`config.mk`:
```
export PLATFORM = sky130hd
export DESIGN_NAME = bcd_twelve_hour_alarm_clock_top
export DESIGN_NICKNAME = d
export VERILOG_FILES = /design/src/design/bcdac_pkg.sv /design/src/design/bcd_twelve_hour_alarm_clock_top.sv /design/src/design/bcdac_step.sv /design/src/design/bcdac_core.sv
export SDC_FILE = /design/constraint.sdc
export NUM_CORES = 1
export LEC_CHECK = 0
export CAP_MARGIN = 25
export CORE_UTILIZATION = 40
export DETAILED_ROUTE_END_ITERATION = 10
export DONT_BUFFER_PORTS = 1
export GPL_ROUTABILITY_DRIVEN = 0
export PLACE_DENSITY_LB_ADDON = 0.2
export SKIP_CTS_REPAIR_TIMING = 1
export SYNTH_ARGS = -nofsm -noshare
export SYNTH_HDL_FRONTEND = slang
export SYNTH_SLANG_ARGS = --single-unit
export TNS_END_PERCENT = 20
```
`constraint.sdc`:
```
create_clock -name clk -period 6 [get_ports clk]
set_clock_uncertainty 0.2 [all_clocks]
set_input_delay 0.9 -clock clk [delete_from_list [all_inputs] [get_ports clk]]
set_output_delay 0.9 -clock clk [all_outputs]
set_load 0.01 [all_outputs]
```
`src/design/bcdac_pkg.sv`:
```
// Shared types and codes of the BCD 12-hour alarm clock.
package bcdac_pkg;

  localparam int TICKS_W = 16;
  localparam int HOLD_W  = 24;
  localparam int ACT_W   = 3;

  localparam logic [TICKS_W-1:0] TICKS_RESET = 16'd60;
  localparam logic [HOLD_W-1:0]  SNOOZE_RESET = 24'd500000;

  localparam logic [ACT_W-1:0] ACT_TICK       = 3'd0;
  localparam logic [ACT_W-1:0] ACT_TIME_UP    = 3'd1;
  localparam logic [ACT_W-1:0] ACT_TIME_DOWN  = 3'd2;
  localparam logic [ACT_W-1:0] ACT_ALARM_UP   = 3'd3;
  localparam logic [ACT_W-1:0] ACT_ALARM_DOWN = 3'd4;
  localparam logic [ACT_W-1:0] ACT_SELECT     = 3'd5;

  localparam logic CFG_TICKS  = 1'b0;
  localparam logic CFG_SNOOZE = 1'b1;

  typedef struct packed {
    logic       ht;
    logic [3:0] ho;
    logic [2:0] mt;
    logic [3:0] mo;
    logic       pm;
  } bcd_time_t;

  localparam bcd_time_t TIME_RESET = '{ht: 1'b1, ho: 4'd2, mt: 3'd0, mo: 4'd0, pm: 1'b0};

  typedef enum logic [1:0] {
    STEP_HOLD,
    STEP_UP,
    STEP_DOWN,
    STEP_SNOOZE
  } step_op_t;

  typedef struct packed {
    bcd_time_t clk_time;
    bcd_time_t wake_time;
    logic      ringing;
    logic      armed;
  } clock_state_t;

endpackage

```
`src/design/bcd_twelve_hour_alarm_clock_top.sv`:
```
// Top level of the BCD 12-hour alarm clock: input word register, core, result register.
// A word waits in the input register until the result register can take its result.
// One word per cycle while out_ready holds; the clock and alarm step combinationally.
// Reset (rst_n low, synchronous): 12:00 AM on both times, alarm disarmed and silent,
// tick count 0, ticks_per_minute 60, snooze threshold 500000, both stages empty.
module bcd_twelve_hour_alarm_clock_top (
  input  logic                          clk,
  input  logic                          rst_n,
  input  logic                          cfg_we,
  input  logic                          cfg_index,
  input  logic [bcdac_pkg::HOLD_W-1:0]  cfg_wdata,
  input  logic                          in_valid,
  output logic                          in_ready,
  input  logic [bcdac_pkg::ACT_W-1:0]   in_action,
  input  logic [bcdac_pkg::HOLD_W-1:0]  in_hold_length,
  output logic                          out_valid,
  input  logic                          out_ready,
  output logic                          out_time_hour_tens,
  output logic [3:0]                    out_time_hour_ones,
  output logic [2:0]                    out_time_minute_tens,
  output logic [3:0]                    out_time_minute_ones,
  output logic                          out_time_is_pm,
  output logic                          out_alarm_hour_tens,
  output logic [3:0]                    out_alarm_hour_ones,
  output logic [2:0]                    out_alarm_minute_tens,
  output logic [3:0]                    out_alarm_minute_ones,
  output logic                          out_alarm_is_pm,
  output logic                          out_ringing,
  output logic                          out_armed
);
  import bcdac_pkg::*;

  logic              s1_valid_r;
  logic [ACT_W-1:0]  s1_action_r;
  logic [HOLD_W-1:0] s1_hold_r;
  logic              out_valid_r;
  clock_state_t      res_r;
  clock_state_t      res_nxt;
  logic              advance;

  assign advance  = s1_valid_r && (!out_valid_r || out_ready);
  assign in_ready = !s1_valid_r || advance;

  bcdac_core u_core (
    .clk         (clk),
    .rst_n       (rst_n),
    .cfg_we      (cfg_we),
    .cfg_index   (cfg_index),
    .cfg_wdata   (cfg_wdata),
    .go          (advance),
    .action      (s1_action_r),
    .hold_length (s1_hold_r),
    .state_nxt   (res_nxt)
  );

  always_ff @(posedge clk) begin
    if (!rst_n) begin
      s1_valid_r  <= 1'b0;
      out_valid_r <= 1'b0;
    end else begin
      if (in_ready) begin
        s1_valid_r <= in_valid;
      end
      if (advance) begin
        out_valid_r <= 1'b1;
      end else if (out_ready) begin
        out_valid_r <= 1'b0;
      end
    end
  end

  always_ff @(posedge clk) begin
    if (in_valid && in_ready) begin
      s1_action_r <= in_action;
      s1_hold_r   <= in_hold_length;
    end
    if (advance) begin
      res_r <= res_nxt;
    end
  end

  assign out_valid             = out_valid_r;
  assign out_time_hour_tens    = res_r.clk_time.ht;
  assign out_time_hour_ones    = res_r.clk_time.ho;
  assign out_time_minute_tens  = res_r.clk_time.mt;
  assign out_time_minute_ones  = res_r.clk_time.mo;
  assign out_time_is_pm        = res_r.clk_time.pm;
  assign out_alarm_hour_tens   = res_r.wake_time.ht;
  assign out_alarm_hour_ones   = res_r.wake_time.ho;
  assign out_alarm_minute_tens = res_r.wake_time.mt;
  assign out_alarm_minute_ones = res_r.wake_time.mo;
  assign out_alarm_is_pm       = res_r.wake_time.pm;
  assign out_ringing           = res_r.ringing;
  assign out_armed             = res_r.armed;

endmodule

```
`src/design/bcdac_step.sv`:
```
// One-minute up/down and five-minute snooze step of a BCD 12-hour time.
module bcdac_step (
  input  bcdac_pkg::bcd_time_t cur,
  input  bcdac_pkg::step_op_t  op,
  output bcdac_pkg::bcd_time_t nxt
);
  import bcdac_pkg::*;

  function automatic bcd_time_t hour_inc(bcd_time_t t);
    bcd_time_t r;
    r = t;
    if (!t.ht && t.ho == 4'd9) begin
      r.ht = 1'b1;
      r.ho = 4'd0;
    end else if (t.ht && t.ho == 4'd1) begin
      r.ho = 4'd2;
      r.pm = ~t.pm;
    end else if (t.ht && t.ho == 4'd2) begin
      r.ht = 1'b0;
      r.ho = 4'd1;
    end else begin
      r.ho = t.ho + 4'd1;
    end
    return r;
  endfunction

  function automatic bcd_time_t hour_dec(bcd_time_t t);
    bcd_time_t r;
    r = t;
    if (t.ht && t.ho == 4'd2) begin
      r.ho = 4'd1;
      r.pm = ~t.pm;
    end else if (!t.ht && t.ho == 4'd1) begin
      r.ht = 1'b1;
      r.ho = 4'd2;
    end else if (t.ht && t.ho == 4'd0) begin
      r.ht = 1'b0;
      r.ho = 4'd9;
    end else begin
      r.ho = t.ho - 4'd1;
    end
    return r;
  endfunction

  function automatic bcd_time_t tens_carry(bcd_time_t t);
    bcd_time_t r;
    r = t;
    if (t.mt == 3'd5) begin
      r    = hour_inc(t);
      r.mt = 3'd0;
    end else begin
      r.mt = t.mt + 3'd1;
    end
    return r;
  endfunction

  function automatic bcd_time_t step_up(bcd_time_t t);
    bcd_time_t r;
    r = t;
    if (t.mo == 4'd9) begin
      r    = tens_carry(t);
      r.mo = 4'd0;
    end else begin
      r.mo = t.mo + 4'd1;
    end
    return r;
  endfunction

  function automatic bcd_time_t step_down(bcd_time_t t);
    bcd_time_t r;
    r = t;
    if (t.mo != 4'd0) begin
      r.mo = t.mo - 4'd1;
    end else if (t.mt != 3'd0) begin
      r.mo = 4'd9;
      r.mt = t.mt - 3'd1;
    end else begin
      r    = hour_dec(t);
      r.mo = 4'd9;
      r.mt = 3'd5;
    end
    return r;
  endfunction

  function automatic bcd_time_t add_five(bcd_time_t t);
    bcd_time_t r;
    r = t;
    if (t.mo >= 4'd5) begin
      r    = tens_carry(t);
      r.mo = t.mo - 4'd5;
    end else begin
      r.mo = t.mo + 4'd5;
    end
    return r;
  endfunction

  always_comb begin
    case (op)
      STEP_UP:     nxt = step_up(cur);
      STEP_DOWN:   nxt = step_down(cur);
      STEP_SNOOZE: nxt = add_five(cur);
      default:     nxt = cur;
    endcase
  end

endmodule

```
`src/design/bcdac_core.sv`:
```
// Clock, alarm, tick counter and ringing state with their next-state logic.
module bcdac_core (
  input  logic                           clk,
  input  logic                           rst_n,
  input  logic                           cfg_we,
  input  logic                           cfg_index,
  input  logic [bcdac_pkg::HOLD_W-1:0]   cfg_wdata,
  input  logic                           go,
  input  logic [bcdac_pkg::ACT_W-1:0]    action,
  input  logic [bcdac_pkg::HOLD_W-1:0]   hold_length,
  output bcdac_pkg::clock_state_t        state_nxt
);
  import bcdac_pkg::*;

  logic [TICKS_W-1:0] ticks_per_min_r;
  logic [HOLD_W-1:0]  snooze_thr_r;
  logic [TICKS_W-1:0] tick_count_r;
  logic [TICKS_W-1:0] tick_count_nxt;
  clock_state_t       state_r;

  logic [TICKS_W:0]   tick_inc;
  logic               tick_wrap;
  step_op_t           clk_op;
  step_op_t           wake_op;
  bcd_time_t          clk_nxt;
  bcd_time_t          wake_nxt;
  logic               armed_nxt;
  logic               ring_keep;
  logic               match_before;
  logic               match_after;

  assign tick_inc     = {1'b0, tick_count_r} + {{TICKS_W{1'b0}}, 1'b1};
  assign tick_wrap    = tick_inc >= {1'b0, ticks_per_min_r};
  assign match_before = state_r.armed && (state_r.clk_time == state_r.wake_time);

  always_comb begin
    clk_op         = STEP_HOLD;
    wake_op        = STEP_HOLD;
    tick_count_nxt = tick_count_r;
    armed_nxt      = state_r.armed;
    ring_keep      = state_r.ringing;
    case (action)
      ACT_TICK: begin
        if (tick_wrap) begin
          clk_op         = STEP_UP;
          tick_count_nxt = '0;
        end else begin
          tick_count_nxt = tick_inc[TICKS_W-1:0];
        end
      end
      ACT_TIME_UP:   clk_op = STEP_UP;
      ACT_TIME_DOWN: clk_op = STEP_DOWN;
      ACT_ALARM_UP: begin
        wake_op   = STEP_UP;
        armed_nxt = 1'b1;
      end
      ACT_ALARM_DOWN: begin
        wake_op   = STEP_DOWN;
        armed_nxt = 1'b1;
      end
      ACT_SELECT: begin
        ring_keep = 1'b0;
        if (state_r.ringing && hold_length > snooze_thr_r) begin
          wake_op = STEP_SNOOZE;
        end
      end
      default: ;
    endcase
  end

  bcdac_step u_clk_step (
    .cur (state_r.clk_time),
    .op  (clk_op),
    .nxt (clk_nxt)
  );

  bcdac_step u_wake_step (
    .cur (state_r.wake_time),
    .op  (wake_op),
    .nxt (wake_nxt)
  );

  assign match_after = armed_nxt && (clk_nxt == wake_nxt);

  always_comb begin
    state_nxt.clk_time  = clk_nxt;
    state_nxt.wake_time = wake_nxt;
    state_nxt.armed     = armed_nxt;
    state_nxt.ringing   = ring_keep || (match_after && !match_before);
  end

  always_ff @(posedge clk) begin
    if (!rst_n) begin
      ticks_per_min_r <= TICKS_RESET;
      snooze_thr_r    <= SNOOZE_RESET;
    end else if (cfg_we) begin
      case (cfg_index)
        CFG_TICKS:  ticks_per_min_r <= cfg_wdata[TICKS_W-1:0];
        CFG_SNOOZE: snooze_thr_r    <= cfg_wdata;
        default: ;
      endcase
    end
  end

  always_ff @(posedge clk) begin
    if (!rst_n) begin
      tick_count_r        <= '0;
      state_r.clk_time    <= TIME_RESET;
      state_r.wake_time   <= TIME_RESET;
      state_r.ringing     <= 1'b0;
      state_r.armed       <= 1'b0;
    end else if (go) begin
      tick_count_r <= tick_count_nxt;
      state_r      <= state_nxt;
    end
  end

endmodule

```
== Yosys cells after proc, flatten, opt, wreduce, memory -nomap -nowiden ==
Index checks and enable logic that the tools add are counted.
Word-level totals
  register bits: 141
  bits of input ports: 57
  output and inout port bits: 30
Cells by class
  add/subtract/negate cells: 17
  magnitude comparators: 4
  eq/ne operators: 23
  multiplexer cells: 67
  bitwise logic cells: 3
  reductions and logical operators: 36
Operators by type and width (count)
  13-bit one-hot mux with 3 select lines: 2
  4-bit two-way mux: 14
  8-bit two-way mux: 6
  5-bit two-way mux: 8
  1-bit two-way mux: 29
  13-bit == test: 2
  24-bit greater-than comparator: 1
  16-bit by 1-bit adder with 17-bit output (second input constant): 1
  17-bit by 16-bit >= comparator with 1-bit output: 1
  4-bit by 1-bit adder with 4-bit output (second input constant): 4
  4-bit == test (second input constant): 4
  1-bit logical AND: 16
  16-bit two-way mux: 1
  4-bit by 1-bit subtractor with 4-bit output (second input constant): 4
  7-bit two-way mux: 2
  3-bit == test (second input constant): 4
  2-bit one-hot mux with 3 select lines: 2
  4-bit by 3-bit adder with 4-bit output (second input constant): 2
  2-bit == test (second input constant): 4
  4-bit by 1-bit == test with 1-bit output (second input constant): 2
  4-bit by 2-bit == test with 1-bit output (second input constant): 2
  4-bit by 3-bit >= comparator with 1-bit output (second input constant): 2
  4-bit logical NOT: 2
  4-bit nonzero test: 2
  16 further kinds: 33

== Longest topological paths before layout ==
  depth in word-level cells: 12
  gate-level depth with buffers: 19

== Hierarchy ==
From an unflattened synthesis, not the netlist that was laid out.
Second synthesis, totals
  cells, all modules: 959
  area, all modules: 8692.1 um^2
By module, submodules not included
  bcdac_core: times used 1, cells each 570, area an instance 4860.9 um^2, sequential area each 1681.6 um^2
  bcd_twelve_hour_alarm_clock_top: times used 1, cells each 64, area an instance 1755.4 um^2, sequential area each 1691.6 um^2
  bcdac_step (u_core.u_clk_step): times used 1, cells each 159, area an instance 1061.0 um^2, sequential area each 0.0 um^2
  bcdac_step (u_core.u_wake_step): times used 1, cells each 166, area an instance 1014.7 um^2, sequential area each 0.0 um^2

== Least setup slack after synthesis ==
OpenSTA, ideal clock, no wires.
  path type: register to register
  start point: reg u_core.tick_count_r[0]
  end point: reg u_core.state_r[1] (netlist name)
  library setup time: 0.087 ns
  data arrival time: 3.855 ns
  path slack: 1.858 ns
  stages on the path, launching flop included: 19
  cells stage by stage: dfxtp_1 -> and3_1 -> clkbuf_1 -> and3_1 -> clkbuf_1 -> nand2_1 -> nor3_1 -> xor2_1 -> ha_1 -> and3_1 -> nand2_1 -> a2bb2oi_1 -> a41oi_4 -> and3_1 -> mux4_2 -> o21a_1 -> nor4_2 -> nand4_1 -> o31ai_1
RTL lines
  start: declaration: line bcdac_core.sv:17  | logic [TICKS_W-1:0] tick_count_r;
  start signal: assignment: line bcdac_core.sv:113  | tick_count_r <= tick_count_nxt;
  end signal: assignment: line bcdac_core.sv:114  | state_r <= state_nxt;
  end: declaration: line bcdac_core.sv:19  | clock_state_t state_r;

==> impl_metrics.py <==
metrics = {
    "run_status": {
        "outcome": "complete, no violations",
    },
    "synthesis": {
        "synth-seq-cells": 141,
        "synth_cell_types": 70,
        "ys_seq_area_frac": 0.393,
        "syn_inst": 1017,
        "synth_edf_count": 55,
        "syn_area_sq_um": 8580,
        "syn_area_per_cell_sq_um": 8.43,
        "yosys_warnings": 0,
        "synth_nets": 1133,
        "synth_ff_type": "dfxtp_1",
        "async_flop_share": 0,
    },
    "clock_tree": {
        "clk_pin_slew_ps": 70,
        "cts_tree": "done",
        "clock_latency_ps": 430,
        "cts_buffers": 17,
        "cts_root_buffer": "clkbuf_16",
        "cts.sinks": 141,
        "cts_max_path_buffers": 2,
        "cts-htree-levels": 4,
    },
    "placement": {
        "dp.cells": 1242,
        "placed_area_sq_um": 8750,
        "portBuffers": 0,
        "hpwl_um": 15800,
        "pre_cts_slack_ps": 1150,
    },
    "route": {
        "drt_iter0_drc": 546,
        "routed-wl-met2_um": 9600,
        "wirelength_met1_um": 11200,
        "wl_um": 22300,
        "wl_met3_um": 1120,
        "dr.pass1.iters": 5,
        "routedWlPerCell_um": 17.5,
        "postRouteAntennaNets": 0,
        "num_vias": 7054,
        "drc": 0,
        "via_per_inst": 5.53,
        "dr.max_layer_used": "met5",
    },
    "sta": {
        "fmax_mhz": 206,
        "finalWorstSetupSlack_ps": 1140,
        "tightest_slew_ps": 856,
        "period_needed_ps": 4860,
        "tns_ps": 0,
        "finalSetupViolations": 0,
        "finalCritPeriodShare": 0.811,
        "hold_viol": 0,
        "slew_viol_final": 0,
        "rsz0062_at_grt": "false",
        "slew_headroom": 0.426,
        "hold_slack_ps": 260,
    },
    "critical_path": {
        "worstPathCellList": "ha_1 > and3_1 > nand3_4 > nor3_1 > xor2_1 > ha_1 > and4_1 > nand2_1 > a2111o_1 > a41oi_4 > nand2_1 > mux4_2 > o21a_1 > nor4_2 > nand4_1 > o21ai_0",
        "startpoint": "u_core.tick_count_r[0]$_SDFFE_PN0P_",
        "r2r_start": "u_core.tick_count_r[0]$_SDFFE_PN0P_",
        "rrSetupSlack_ps": 1140,
        "slowest_delay_ps": 550,
        "critPathKind": "reg -> reg",
        "end_kind": "flip-flop",
        "crit_required_ps": 6050,
        "arrival_ps": 4920,
        "path_max_fanout": 17,
        "critical-path-slowest-cell": "a41oi_4",
        "crit_family": "simple AND/OR/NAND/NOR gates",
        "cp_num_buf_inv": 0,
        "crit_path_start_kind": "flip-flop",
    },
    "run": {
        "maxCapViolCount": 0,
    },
    "floorplan": {
        "initial_core_util": 0.408,
        "core_area_sq_um": 21000,
        "io_pins": 87,
        "die_y_um": 148,
        "rows": 53,
        "chipWidth_um": 148,
        "die_area_sq_um": 22000,
    },
    "power_and_ir_drop": {
        "ir_worst_vdd_v": 0.000195,
        "leakagePower_nw": 3.72,
        "power_density_nw_per_um2": 273,
    },
    "layout": {
        "nets": 1104,
        "nFillCells": 2028,
        "regArea_sq_um": 3370,
        "stdcell_count": 1276,
        "multi_input_area_sq_um": 4720,
        "final_area_sq_um": 9440,
        "drive_gt1_frac": 0.0539,
        "layout-area-overhead-vs-synth_pct": 10.0,
        "antenna_cells": 0,
    },
    "min_path": {
        "worstHoldStart": "u_core.ticks_per_min_r[13]$_SDFFE_PN0P_",
        "hold_class": "reg -> reg",
    },
    "global_routing": {
        "overflow": 0,
        "grt_pass1_wl_um": 36600,
        "antenna_found_initial": 2,
        "grt_use_total": 0.212,
        "grt_pass1_vias": 6702,
        "grt_max_degree": 88,
    },
}
## registers in the layout, indices dropped and copies added, names as in the netlist, 3 cells and up
| signal | flops |
|---|---|
| out_alarm_hour_ones | 4 |
| s1_action_r | 3 |
| u_core.ticks_per_min_r | 16 |
| u_core.state_r | 28 |
| u_core.snooze_thr_r | 24 |
| out_time_minute_tens | 3 |
| out_time_hour_ones | 4 |
| out_alarm_minute_tens | 3 |
| u_core.tick_count_r | 16 |
| out_time_minute_ones | 4 |
| out_alarm_minute_ones | 4 |
| s1_hold_r | 24 |
## cells in the final DEF, fill, tap and decap left out, types with 17 or more instances in the layout
cell,synthesis,layout
nand2_1,171,171
dfxtp_1,86,86
inv_1,70,70
nor2_1,61,61
ha_1,59,59
a21oi_1,56,56
edfxtp_1,55,55
o21ai_0,54,54
a21boi_0,39,39
nand3_1,32,32
xor2_1,26,26
nor2b_1,23,23
o211ai_1,20,20
clkbuf_16,0,17
## layer usage
layer,up-vias,GRT usage
met4,4,0.0649
li1,3523,-
met3,32,0.0433
met2,204,0.313
met1,3291,0.308
met5,-,0
## Yosys cell counts, drive strengths merged, types with 26 or more instances
library cell / number / share of area
ha: 59 / 0.086
nand3: 33 / 0.021
dfxtp: 86 / 0.20
clkbuf: 50 / 0.022
xor2: 26 / 0.027
o21ai: 55 / 0.032
nand2: 171 / 0.075
a21oi: 56 / 0.033
edfxtp: 55 / 0.19
a21boi: 40 / 0.035
inv: 71 / 0.031
nor2: 61 / 0.027
## power by group
group / total [W] / switching, W / internal [W]
sequential: 0.00111 / 0.0000574 / 0.00105
combinational: 0.000313 / 0.000192 / 0.000121
clock: 0.00115 / 0.000474 / 0.000680
## path summary, 6_finish.rpt
kind / endpoint / depth (start not counted)
worst max-delay path: out_ringing$_DFFE_PP_ / 16
worst min-delay path: u_core.ticks_per_min_r[13]$_SDFFE_PN0P_ / 2
worst max register to register: out_ringing$_DFFE_PP_ / 16
worst min register to register: u_core.ticks_per_min_r[13]$_SDFFE_PN0P_ / 2
## per-stage QoR
stage          total power (W)  utilization
2_1_floorplan          0.00135            -
3_3_place_gp           0.00143        0.416
3_5_place_dp           0.00143        0.416
4_1_cts                0.00260        0.447
5_1_grt                0.00269        0.449
6_report               0.00257        0.449
## layout make-up
class                      instances  area share
multi-input combinational        749       0.501
sequential                       141       0.357
clock buffer                      17      0.0451
tap                              275      0.0365
inverter                          71      0.0282
clock inverter                    15      0.0229
timing repair buffer               8     0.00928
## kinds of logic (layout without fill, tap and decap cells)
family	count (synthesis)	after routing	synth area share
and+or+nand+nor	398	398	0.223
AOI/OAI and AO/OA	246	246	0.193
DFF	141	141	0.393
buffers and inverters	127	111	0.0562
adders and majority gates	59	59	0.0861
xor gates and xnor gates	42	42	0.0429
muxes	4	4	0.00642
## tightest hold or removal path, stage by stage (launching register included)
cell      delay, ps
dfxtp_1         310
nand2_1          40
a21boi_0         60
Power figures use the tool's default switching activity.
